**src/hw/rtl/bbpe_pkg.sv**
```systemverilog
// Package for the bicubic Bezier patch evaluator.
// Shared constants, types and operation codes; no dependencies.
package bbpe_pkg;
	localparam int MAX_SAMPLES_D = 4096;
	localparam int COORD_BITS_D  = 32;
	localparam int FRAC_BITS_D   = 16;
	localparam int CFG_BITS      = 13;
	localparam int GRID_BITS     = 12;

	typedef enum logic {
		FUNC_LOAD = 1'b0,
		FUNC_EVAL = 1'b1
	} func_t;

	typedef enum logic [0:0] {
		REG_SAMPLES_U = 1'b0,
		REG_SAMPLES_V = 1'b1
	} reg_idx_t;

	typedef enum logic [2:0] {
		ST_IDLE,
		ST_DIV,
		ST_BERN,
		ST_ACC,
		ST_FIN,
		ST_OUT
	} state_t;
endpackage

```
**src/hw/rtl/bbpe_lane.sv**
```systemverilog
// One coordinate lane: multiply-accumulate of weights and one coordinate,
// then round and saturate. Uses bbpe_pkg.
module bbpe_lane import bbpe_pkg::*; #(
	parameter int COORD_BITS = COORD_BITS_D,
	parameter int WB = 30
) (
	input  logic                         clk,
	input  logic                         clr,
	input  logic                         mac,
	input  logic [WB+1:0]                weight,
	input  logic signed [COORD_BITS-1:0] coord,
	output logic signed [COORD_BITS-1:0] result
);
	localparam int ACC_W = COORD_BITS + WB + 8;
	localparam int RW    = ACC_W - WB;
	localparam int MW    = WB + 3 + COORD_BITS;
	logic signed [ACC_W-1:0] acc_q;
	logic signed [ACC_W-1:0] rnd;
	logic signed [RW-1:0]    r;
	logic signed [MW-1:0]    prod;
	localparam logic signed [RW-1:0] CMAX = RW'((64'sd1 <<< (COORD_BITS-1)) - 1);
	localparam logic signed [RW-1:0] CMIN = -CMAX - RW'(1);

	// weight is non-negative; widen both operands to the full product width
	assign prod = MW'($signed({1'b0, weight})) * MW'(coord);

	always_ff @(posedge clk) begin
		if (clr) begin
			acc_q <= '0;
		end else if (mac) begin
			acc_q <= acc_q + ACC_W'(prod);
		end
	end

	// arithmetic shift floors for both signs
	assign rnd = acc_q + (ACC_W'(1) <<< (WB-1));
	assign r   = RW'(rnd >>> WB);

	always_comb begin
		if (r > CMAX) result = CMAX[COORD_BITS-1:0];
		else if (r < CMIN) result = CMIN[COORD_BITS-1:0];
		else result = r[COORD_BITS-1:0];
	end
endmodule

```
**config.mk**
```make
export PLATFORM = sky130hd
export DESIGN_NAME = bbpe_lane
export DESIGN_NICKNAME = d
export VERILOG_FILES = /design/src/hw/rtl/bbpe_pkg.sv /design/src/hw/rtl/bbpe_lane.sv
export SDC_FILE = /design/constraint.sdc
export NUM_CORES = 2
export LEC_CHECK = 0
export BUFFER_PORTS_ARGS = -buffer_cell sky130_fd_sc_hd__buf_2
export CELL_PAD_IN_SITES_DETAIL_PLACEMENT = 1
export CELL_PAD_IN_SITES_GLOBAL_PLACEMENT = 1
export CORE_UTILIZATION = 30
export DETAILED_ROUTE_END_ITERATION = 10
export PLACE_DENSITY_LB_ADDON = 0.1
export SLEW_MARGIN = 20
export SYNTH_ARGS = -nofsm -noshare
export SYNTH_HDL_FRONTEND = slang
export SYNTH_SLANG_ARGS = --single-unit
```
**constraint.sdc**
```tcl
create_clock -name clk -period 6.2 [get_ports clk]
set_input_delay 0 -clock clk [delete_from_list [all_inputs] [get_ports clk]]
set_output_delay 0 -clock clk [all_outputs]
set_load 0.005 [all_outputs]
```
**Word level (Yosys, flattened, before mapping)**

Index checks and enable logic that the tools add are counted.
W data, S select, Z words.

- Input bits: 67
- Flip-flop bits (word level): 70

- Add/sub/neg operators: 2
- Multiply operators: 1
- Mux-type cells: 2
- $lt $le $gt $ge: 2

Operators by type and width:

| kind | number |
|---|---|
| $add A70 B31 Y70 const B | 1 |
| $add A70 B65 Y70 | 1 |
| $mul A33 B32 Y65 | 1 |
| $mux W32 | 2 |
| $gt A40 B32 Y1 const B | 1 |
| $lt A40 B32 Y1 const B | 1 |

**Depth between registers and ports, before layout**

- Depth after elaboration: 4
- Depth in mapped cells: 29

**Worst setup path before layout**

No wires, ideal clock.

- Path type: input to register
- Start point: input coord[0]
- End point: register acc_q[57]
- Arrival time: 6.721 ns
- Path slack: -0.627 ns
- Buffers on the path: 1
- Stages: 26
- Cell sequence: clkbuf_1 nand2_1 fa_1 fa_1 inv_1 fa_1 inv_1 fa_1 fa_1 inv_1 fa_1 fa_1 inv_1 fa_1 inv_1 ha_1 nand2_1 o21ai_0 a21o_1 a21oi_1 a21oi_1 a31oi_1 o31ai_2 a21oi_1 or4b_1 o311ai_0

- Longest elaborated chain between the ends: 2

Ends and longest elaborated chain:

| element | line | RTL |
|---|---|---|
| from (decl) | bbpe_lane.sv:11 | `input logic signed [COORD_BITS-1:0] coord,` |
| $mul A33 B32 Y65 | bbpe_lane.sv:25 | `assign prod = MW'($signed({1'b0, weight})) * MW'(coord);` |
| $add A70 B65 Y70 | bbpe_lane.sv:31 | `acc_q <= acc_q + ACC_W'(prod);` |
| to (signal assigned) | bbpe_lane.sv:31 |  |
| to (decl) | bbpe_lane.sv:17 | `logic signed [ACC_W-1:0] acc_q;` |

No other way between the ends.
A chain may end at the register's enable or synchronous reset.

**Worst setup path after layout**

- Start point: register acc_q[27]
- End point: register acc_q[64]

- Longest elaborated chain between the ends: 1

Ends and longest elaborated chain:

| element | line |
|---|---|
| $add A70 B65 Y70 | bbpe_lane.sv:31 |

No other way between the ends.

==> metrics <==
Port-buffer cells 98; CTS root buffer clkbuf_16; met3 WL 2.06 mm; min cycle time layout 6870 ps; cell area after synthesis 39200 sq um; DRT Wirelength roughly 130 mm; Post-synth EDFFs 0; antenna-violating nets left 0; Worst-Margin Slew approximately 1100 ps; drt wl/cell 19.4 microns; crit start category flip-flop; # nets final 6139; layout cell share with drive strength beyond 1 19.8%; GRT Total Usage roughly 20%; failing checks negative setup slack; most used flip-flop cell after synthesis dfxtp_1; Synthesis Warnings 0; sequential cell area ~1400 sq um; PnR worst setup slack -665 ps; Avg Inst Size Synth 8.85 sq um; M1 WL ~56 mm; largest net degree at the start of global routing 64; max reg flops 70; CTS Buf Count 9; Die Y about 360 microns; post-synthesis cell type count 78; Clock Pin Slew Worst Setup and Hold Paths 60 ps; core area 129000 sq um; Max-Cap Viols 0; Most flops, register acc_q; Post-Syn Instances around 4400; Initial Util 30.3%; via/cell ratio 4.53; # setup viols final 46; final period utilization 111%; number of H-tree levels 3; Yosys reg bits 70; fmax 146 MHz; RSZ-0062 raised after global routing true; Initial DRT Pass Iterations 5; peak fanout along the critical path 5; worst setup path category reg2reg; drt initial violations 859; row count 132; total grt overflow 0; status finished, violations left; hold crit path type in2reg; Slew headroom about a quarter; die area 132000 sq um; sequential-to-total area share from yosys stat 3.58%; io pins 99; Req. time, crit path 6410 ps; Hold Slack 373 ps; Area Overhead vs Synth 20.4%; Max Slew Vio Count 0; biggest registers after layout acc_q x70; wire length on met2 68.4 mm; fin cells between 6000 and 7000; Clock Skew 18.0 ps; CTS tree yes; Via Count 29700; Final GP Congestion 0.828; clk sinks 70; Skew-Pair Late Insertion Delay approximately 370 ps; multi-input logic area roughly 34000 sq um; Finished Core Util 36.5%; post-synthesis net count 5760; Die X 363 microns; Async SR Flop Fraction 0%; DP HPWL 115 mm; # DRC 0; top layer in use met5; Fin. Hold Viols 0; critical path endpoint category flip-flop; Max Buffers Root-to-Sink 2; Worst EP arrival about 7100 ps; vias in the first global route 33900; # fillers between 15000 and 20000; initial antenna violation count 5; Placed Cells 6504; first-pass GRT wire length 202 mm
==> cells in the mapped netlist, types with 51 or more instances <==
library cell,number,area (sq um)
o21ai_0,54,270
a21o_1,53,398
nand2_1,692,2600
fa_1,963,19300
ha_1,304,3800
xnor2_1,51,447
and2_1,390,2440
inv_1,1073,4030
nor2_1,102,383
clkbuf_1,233,875
a21oi_1,78,390
dfxtp_1,70,1400
==> worst max-delay path, stage by stage, from the launching register on <==
cell and delay [ps]:
dfxtp_2 330, inv_2 50, fa_1 480, fa_1 530, inv_1 50, fa_1 510
inv_2 50, fa_1 530, inv_1 50, fa_1 490, fa_2 440, fa_1 510
inv_2 40, fa_1 560, inv_2 60, ha_4 320, nand2_4 90, nor4b_4 260
buf_4 180, and3_4 200, a21oi_4 70, a21o_1 210, o31a_1 310, o221ai_2 170
xnor2_1 140, o21ai_1 70
==> final timing paths <==
| kind | cells past startpoint | from | end | slack, ps |
|---|---|---|---|---|
| setup / recovery | 25 | acc_q[27] | acc_q[64] | -670 |
| hold reg to reg | 2 | acc_q[64] | acc_q[64] | 490 |
| setup reg to reg | 25 | acc_q[27] | acc_q[64] | -670 |
| hold / removal | 3 | clr | acc_q[35] | 370 |
==> layer usage <==
metal,vias up,track usage [%]
met5,-,0
met4,4,1.41
met3,44,1.44
met2,213,37.9
met1,15700,25.8
li1,13700,-
==> cells by family (layout without fill, tap and decap cells) <==
group | after synthesis | in the layout | share of synthesized area (%)
and+or+nand+nor | 1333 | 1333 | 16.3
buffers and inverters | 1318 | 1701 | 12.8
adders and majority gates | 1267 | 1267 | 58.9
AOI/OAI and AO/OA | 305 | 305 | 5.25
xor gates and xnor gates | 93 | 93 | 2.10
DFF | 70 | 70 | 3.58
muxes | 40 | 40 | 1.02
other | 0 | 1 | 0
==> cells in the final DEF (no fill, tap or decap), types with 37 or more instances in the layout <==
cell type / netlist / final
xnor2_1: 51 / 46
fa_1: 963 / 935
nand2_1: 692 / 674
buf_4: 0 / 468
and2_1: 390 / 363
ha_1: 304 / 277
nor2_1: 102 / 98
o21ai_2: 31 / 41
inv_2: 0 / 37
buf_12: 3 / 38
a21o_1: 53 / 53
inv_1: 1073 / 1036
mux2i_1: 40 / 39
dfxtp_1: 70 / 53
buf_2: 1 / 62
a21oi_1: 78 / 41
==> metrics by stage <==
stage          cell area [sq um]  setup WS (ps)  TNS (ps)
2_1_floorplan              40300           -286     -2470
3_3_place_gp               45500          -1380    -50210
3_5_place_dp               45500          -1320    -50220
4_1_cts                    46600           -745    -23030
5_1_grt                    47200           -853    -30690
6_report                   47200           -665    -20120
==> area by class of cell <==
class	count	share of cell area, %
inverter	1073	8.53
antenna	1	0.00530
sequential	70	3.01
clock buffer	10	0.506
timing repair buffer	613	10.7
multi-input combinational	3038	72.4
clock inverter	5	0.228
tap	1742	4.62
==> what timing repair did <==
item | CTS | global route
setup buffers | 20 | 19
hold buffers | 0 | 0
pin swaps | 103 | 84
endpoints found under the hold margin | 0 | 0
endpoints found under the setup margin | 49 | 53
resized for setup | 178 | 128
Power is not shown: default switching activity piles up to over one toggle a cycle in this logic, so the estimate is an artifact.
