**config.mk**
```make
export PLATFORM = sky130hd
export DESIGN_NAME = bbpe_ram
export DESIGN_NICKNAME = d
export VERILOG_FILES = /design/src/hw/rtl/bbpe_ram.sv
export SDC_FILE = /design/constraint.sdc
export NUM_CORES = 1
export LEC_CHECK = 0
export BUFFER_PORTS_ARGS = -buffer_cell sky130_fd_sc_hd__buf_2
export CAP_MARGIN = 40
export CORE_MARGIN = 5
export CORE_UTILIZATION = 60
export CTS_CLUSTER_DIAMETER = 120
export DETAILED_ROUTE_END_ITERATION = 8
export GPL_TIMING_DRIVEN = 1
export PLACE_DENSITY = 0.78
export SLEW_MARGIN = 10
export SYNTH_ARGS = -nofsm -noshare
export SYNTH_HDL_FRONTEND = slang
export SYNTH_SLANG_ARGS = --single-unit
```
**constraint.sdc**
```tcl
create_clock -name clk -period 2.37 [get_ports clk]
set_clock_uncertainty 0.05 [all_clocks]
set_input_delay 0.474 -clock clk [delete_from_list [all_inputs] [get_ports clk]]
set_output_delay 0.474 -clock clk [all_outputs]
set_load 0.02 [all_outputs]
```
**src/hw/rtl/bbpe_ram.sv**
```systemverilog
// Generic single-port write, registered-read RAM.
// No dependencies.
module bbpe_ram #(
	parameter int WIDTH = 8,
	parameter int DEPTH = 16
) (
	input  logic                     clk,
	input  logic                     we,
	input  logic [$clog2(DEPTH)-1:0] waddr,
	input  logic [WIDTH-1:0]         wdata,
	input  logic [$clog2(DEPTH)-1:0] raddr,
	output logic [WIDTH-1:0]         rdata
);
	logic [WIDTH-1:0] mem [DEPTH];

	always_ff @(posedge clk) begin
		if (we) begin
			mem[waddr] <= wdata;
		end
		rdata <= mem[raddr];
	end
endmodule

```
Word level (Yosys, flattened, before mapping)
Memories as Yosys holds them, arrays and structs flattened. A register that Yosys moved wholly into a read port is not among the register bits.
Cells that the tools add are included.
{"block": "word_totals", "mem_bits_rw": 128, "regBits": 0, "input_bits": 18, "word_cells": 3, "n_memories": 1}
{"block": "op_classes", "n_mux": 2}
{"memory": "mem", "depth": 16, "word_bits": 8, "rd": 1, "rd_ports_with_merged_regs": 1, "wr": 1, "line": "14", "rtl": "logic [WIDTH-1:0] mem [DEPTH];"}
{"operator": "1-bit 2-to-1 mux", "n": 2}

Depth between registers and ports, before layout
Gate-level depths: netlist (run 1).
{"block": "logic_depth", "ltp_word": 2, "mapped_depth": 5}

Worst setup path before layout (run 1)
Ideal clock, no wire load.
{"block": "synth_timing", "path_kind": "input-to-reg", "from": "input waddr[2]", "to": "memory mem[0][0] (enable)", "setup_ps": 383, "path_slack_ps": 353, "n_path_buf": 0, "path_stages": 2, "t_arrival_ps": 1584, "required_ps": 1937, "path_cell_list": "or3b_2 > nor3_1"}
{"element": "start: declaration", "line": "9", "rtl": "input logic [$clog2(DEPTH)-1:0] waddr,"}
{"element": "end: declaration", "line": "14"}
No word-level cell before the write port.

Worst setup path after layout (run 1)
{"block": "layout_timing", "from": "register rdata[7], read port of mem", "to": "output rdata[7]"}
{"element": "start: declaration", "line": "12", "rtl": "output logic [WIDTH-1:0] rdata"}
No word-level cell between the ends.

==> metrics.txt, run 1 <==
Stages on worst setup path=1; setup_tns=0 ns; DR iter-0 viols=183; Vias/cell=6.14; DRT Pass-1 Iters=5; Post-Layout Inst Area=6100 sq um; Core ar.=8300 sq um; worst reg2reg path endpoint=rdata[5]$_DFF_P_; fraction of layout cells with a size suffix above 1=31.5%; Hold WC Path Type=in -> reg; die width=103 um; final cell count without fillers=403; Final Cycle Share=65.6%; CP Launch Point=rdata[7]$_DFF_P_; wl on met1=3.96 mm; Final Util=73.6%; Initial Utilization=62.0%; slowest CP cell=dfxtp_1; port bufs=25; most common cell after layout, fill and taps aside=edfxtp_1; hold buffer count at cts=0; Final Setup Violations=0; end of the critical path=rdata[7]; initial antenna violation count=0; unrepaired setup endpoints after global routing=false; Final Hold Viols=0; Syn Nets=247; setup bufs post-CTS=0; CTS Root Cell=clkbuf_8; Mapped Cells=229; CP Cell Sequence=buf_2; Slew Limit Fails=0; # rows=33; Critical Path AT=1.03 ns; total grt overflow=0; most frequent cells in the layout=edfxtp_1, buf_2, buf_4; placed cell count=371; Max-cap violations=0; met2 wire len=4.82 mm; largest net degree at the start of global routing=33; Clock Path Buffers=2; first-pass GRT wire length=15.2 mm; worst r2r path cells=3; Rel. slew slack=72.2%; worst-skew pair later-pin latency=0.51 ns; register area share after synthesis=77.8%; clk sink count=136; routability cong.=0.731; kind of cell adding the most delay to the critical path=flip-flops; number of buffer and inverter stages on the critical path=1; # diodes=0; synthesis-stage register bit count=136; Final nets=303; routed length on met3=652 um; CTS tree=built; Post-Syn Area=5150 sq um; Reg clk slew, reported paths=0.06 ns; Crit Path Class=reg -> out; FMAX=643 MHz; io pins=26; Avg Synthesized Cell Area=22.5 sq um; uppermost layer routed=met4; dpl hpwl=5.80 mm; reg2reg setup slack=0.90 ns; drt total wl=9.62 mm; worst-path fanout max=1; warnings from Yosys=0; Critical Path End Type=primary output; Slew @ Worst Pin=0.417 ns; CP Launch Type=register; min cycle time layout=1.55 ns; Pleak=2.11 nW; Area Overhead vs Synth=18.6%; Synth cell types=19; die height=103 um; DIE AREA=10500 sq um; Max IR drop VDD=0.000615 V; Vias=2473; GRT Total Usage=20.8%; post-CTS sizing=0; detailed-route wire length per cell=23.9 um; Critical Path RT=1.85 ns; placed cell area=5510 sq um; antenna-violating nets left=0; PD cells=914 nW/um^2; status=finished clean; # H-tree levels=4; vias in the first global route=2626; CP peak stage delay=0.35 ns; Num CTS Buffers=17; # DRC=0; FF-to-FF Start=mem[1][5]$_DFFE_PP_
## through the flow
step	hold slack, ns	setup slack [ns]	power, mW
final	0.287	0.816	5.58
after global placement	0.600	0.383	3.01
after global routing	0.284	0.766	5.78
after CTS	0.276	0.779	5.61
after floorplan	0.523	0.353	2.91
after detailed placement	0.618	0.389	3.02
## worst min-delay path by stage
stage,start,endpoint,slack [ns],depth (start not counted)
after global placement,mem[11][3]$_DFFE_PP_,rdata[3]$_DFF_P_,0.60,3
after global routing,wdata[4],mem[3][4]$_DFFE_PP_,0.28,1
final,wdata[4],mem[3][4]$_DFFE_PP_,0.29,1
after detailed placement,mem[14][4]$_DFFE_PP_,rdata[4]$_DFF_P_,0.62,3
after CTS,wdata[0],mem[7][0]$_DFFE_PP_,0.28,1
after floorplan,wdata[0],mem[0][0]$_DFFE_PP_,0.52,0
## cells by family after synthesis
kind of cell,count (synthesis),share of synthesized area (%)
buffers and inverters,10,1.68
and+or+nand+nor,35,3.18
AOI/OAI and AO/OA,16,2.33
DFF,136,77.8
muxes,32,15.0
## power breakdown
part,internal [mW],leakage (nW),switching [mW]
registers,2.69,1.22,0.0155
logic,0.111,0.596,0.157
clock network,1.69,0.288,0.918
## Yosys cell counts
library cell / n / share of area [%]
nand2b_1: 2 / 0.24
nand2_1: 9 / 0.66
buf_2: 3 / 0.29
a22oi_1: 16 / 2.3
buf_6: 3 / 0.66
dfxtp_1: 8 / 3.1
clkdlybuf4s25_2: 3 / 0.58
mux4_1: 14 / 7.1
and2_1: 1 / 0.12
and2b_1: 1 / 0.15
nor2_1: 13 / 0.95
nor2b_1: 1 / 0.12
nor3_1: 4 / 0.39
mux4_2: 18 / 7.9
nand3b_1: 2 / 0.29
buf_4: 1 / 0.15
or3b_2: 1 / 0.17
nand3_1: 1 / 0.097
edfxtp_1: 128 / 75
## state kept, by name (all words and copies together) (netlist names)
| signal | count |
|---|---|
| mem | 128 |
| rdata | 8 |
## metal layers
layer	GRT usage, %	vias up
li1	-	1090
met1	28.9	1259
met2	32.1	109
met3	4.87	15
met4	9.38	0
met5	0	-
## final cells by class
cell class                 count  area [sq um]
multi-input combinational     83          1060
tap                          105           131
clock buffer                  17           414
timing repair buffer          47           315
fill                         457          2190
clock inverter                15           183
sequential                   136          4000
No activity file was read; power rests on OpenSTA's default activity.
==> run 2: changes to the inputs <==
Clock period 2.37 ns to 1.5 ns, I/O delays scaled along.
==> run 2 against run 1 <==
Flip-flop and latch count did not move. Non-clock buffer count rose by 7. Power rose by 53%. Clock-buffer cell count rose by 2. Die area did not move. Combinational power rose by 68%. Sequential share of layout area fell by 0.51 points. Via count rose by 3.0%. Setup slack got worse by 0.78 ns. Final cell count rose by 1.5%. Critical path depth rose by 2. Hold slack got worse by 0.17 ns.
==> metrics.txt, run 2 (synthesis results as in run 1) <==
reg2reg setup slack=0.04 ns (-0.86 ns); status=finished clean; die width=103 um (unchanged); Top Registers=mem (128), rdata (8); worst-path fanout max=1 (unchanged); dpl hpwl=6.27 mm (+8.1%); Post-Layout Inst Area=6150 sq um (+0.78%); CP Launch Point=mem[1][7]$_DFFE_PP_; # DRC=0 (unchanged); Final Util=74.1% (+0.57 points); io pins=26 (unchanged); die height=103 um (unchanged); Area Overhead vs Synth=19.5%; port bufs=25 (unchanged); routability cong.=0.763 (+4.4%); min cycle time layout=1.46 ns; PD cells=1390 nW/um^2 (+52%); drt total wl=10.5 mm (+9.6%); Num CTS Buffers=17 (unchanged); Rel. slew slack=36.8% (-35 points); most common cell after layout, fill and taps aside=edfxtp_1; Max IR drop VDD=0.000849 V (+38%); CP peak stage delay=0.49 ns (+0.14 ns); CTS Root Cell=clkbuf_8; Final Hold Viols=0 (unchanged); first-pass GRT wire length=15.9 mm (+4.6%); unrepaired setup endpoints after global routing=false; placed cell area=5600 sq um (+1.7%); Critical Path RT=1.85 ns (about the same); # H-tree levels=4 (unchanged); CP Launch Type=register; detailed-route wire length per cell=25.8 um (+8.0%); worst reg2reg path endpoint=rdata[7]$_DFF_P_; Fin Hold WS=0.120 ns (-0.168 ns); end of the critical path=rdata[7]$_DFF_P_; vias in the first global route=2567 (-2.2%); Final nets=310 (+2.3%); Vias/cell=6.23 (+1.5%); Crit Path Class=reg -> reg; CP Cell Sequence=mux4_2 > a22oi_1 > nand2_1; clk sink count=136 (unchanged); Max-cap violations=0 (unchanged); slowest CP cell=mux4_2; setup bufs post-CTS=0 (unchanged); Final Setup Violations=0 (unchanged); Critical Path AT=1.81 ns (+0.78 ns); # rows=33 (unchanged); hold buffer count at cts=0 (unchanged); post-CTS sizing=0 (unchanged); CTS tree=built; most frequent cells in the layout=edfxtp_1, buf_2, buf_4; initial antenna violation count=0 (unchanged); FMAX=683 MHz; max reg flops=128 (unchanged); most flop-heavy register=mem; worst r2r path cells=3 (unchanged); Hold WC Path Type=in -> reg; total grt overflow=0 (unchanged); Final Cycle Share=97.6%; Initial Utilization=62.0% (unchanged); antenna-violating nets left=0 (unchanged); worst-skew pair later-pin latency=0.51 ns (about the same); Core ar.=8300 sq um (unchanged); Critical Path End Type=register; Reg clk slew, reported paths=0.06 ns (about the same); Slew @ Worst Pin=0.946 ns (+0.529 ns); fraction of layout cells with a size suffix above 1=34.5% (+3.0 points); FF-to-FF Start=mem[1][7]$_DFFE_PP_; DRT Pass-1 Iters=5 (unchanged); Vias=2548 (+3.0%); DIE AREA=10500 sq um (unchanged); Slew Limit Fails=0 (unchanged); largest net degree at the start of global routing=18 (-45%); DR iter-0 viols=363 (+98%); GRT Total Usage=22.5% (+1.6 points); Pleak=2.12 nW (+0.70%); Clock Path Buffers=2 (unchanged); # diodes=0 (unchanged)
## run 2: cell count changes in the layout (fill, tap and decap cells not counted), sizes merged
cell	previous run	this run
buf	47	54
clkinv	8	4
clkinvlp	2	5
bufinv	4	2
clkbuf	17	19
## run 2: worst min-delay path by stage
stage	startpoint	endpoint	slack (ns)	cells past startpoint
final	wdata[3]	mem[11][3]$_DFFE_PP_	0.12	1
after global routing	wdata[3]	mem[11][3]$_DFFE_PP_	0.09	1
after CTS	wdata[0]	mem[10][0]$_DFFE_PP_	0.09	1
after detailed placement	mem[14][1]$_DFFE_PP_	rdata[1]$_DFF_P_	0.61	3
after global placement	mem[15][7]$_DFFE_PP_	rdata[7]$_DFF_P_	0.60	3
after floorplan	wdata[0]	mem[0][0]$_DFFE_PP_	0.35	0
## run 2: worst max-delay path: cells and delay by family (launching register included)
kind | cells | cell delay (ns)
mux | 1 | 0.49
flops | 1 | 0.41
simple gates | 1 | 0.09
compound gates | 1 | 0.31
## run 2: report_power, final
| part | internal [mW] | switching, mW | total [mW] |
|---|---|---|---|
| clock | 2.35 | 1.48 | 3.82 |
| sequential | 4.25 | 0.0267 | 4.28 |
| combinational | 0.193 | 0.255 | 0.448 |
| total | 6.79 | 1.76 | 8.55 |
## run 2: routing by layer
metal	global-route usage [%]	up-vias	wire length [um]
met3	6.90	8	950
met1	32.0	1307	4100
met2	34.8	137	5420
met5	0	-	0
met4	5.75	0	78
li1	-	1096	-
## run 2: cell type report
type | count | area, sq um
clock buffers | 19 | 422
well taps | 105 | 131
multi-input cells | 83 | 1070
fillers | 450 | 2150
repair buffers | 54 | 393
flip-flops and latches | 136 | 4000
clock inverters | 12 | 130
## run 2: metrics by stage
stage / power [mW] / TNS [ns] / instances / setup slack [ns]
floorplan: 4.59 / -3.58 / 229 / -0.116
global placement: 4.78 / -4.16 / 378 / -0.203
detailed placement: 4.80 / -6.09 / 378 / -0.214
CTS: 8.61 / 0 / 409 / 0.0532
global route: 8.84 / 0 / 409 / 0.0168
finish: 8.55 / 0 / 409 / 0.0356
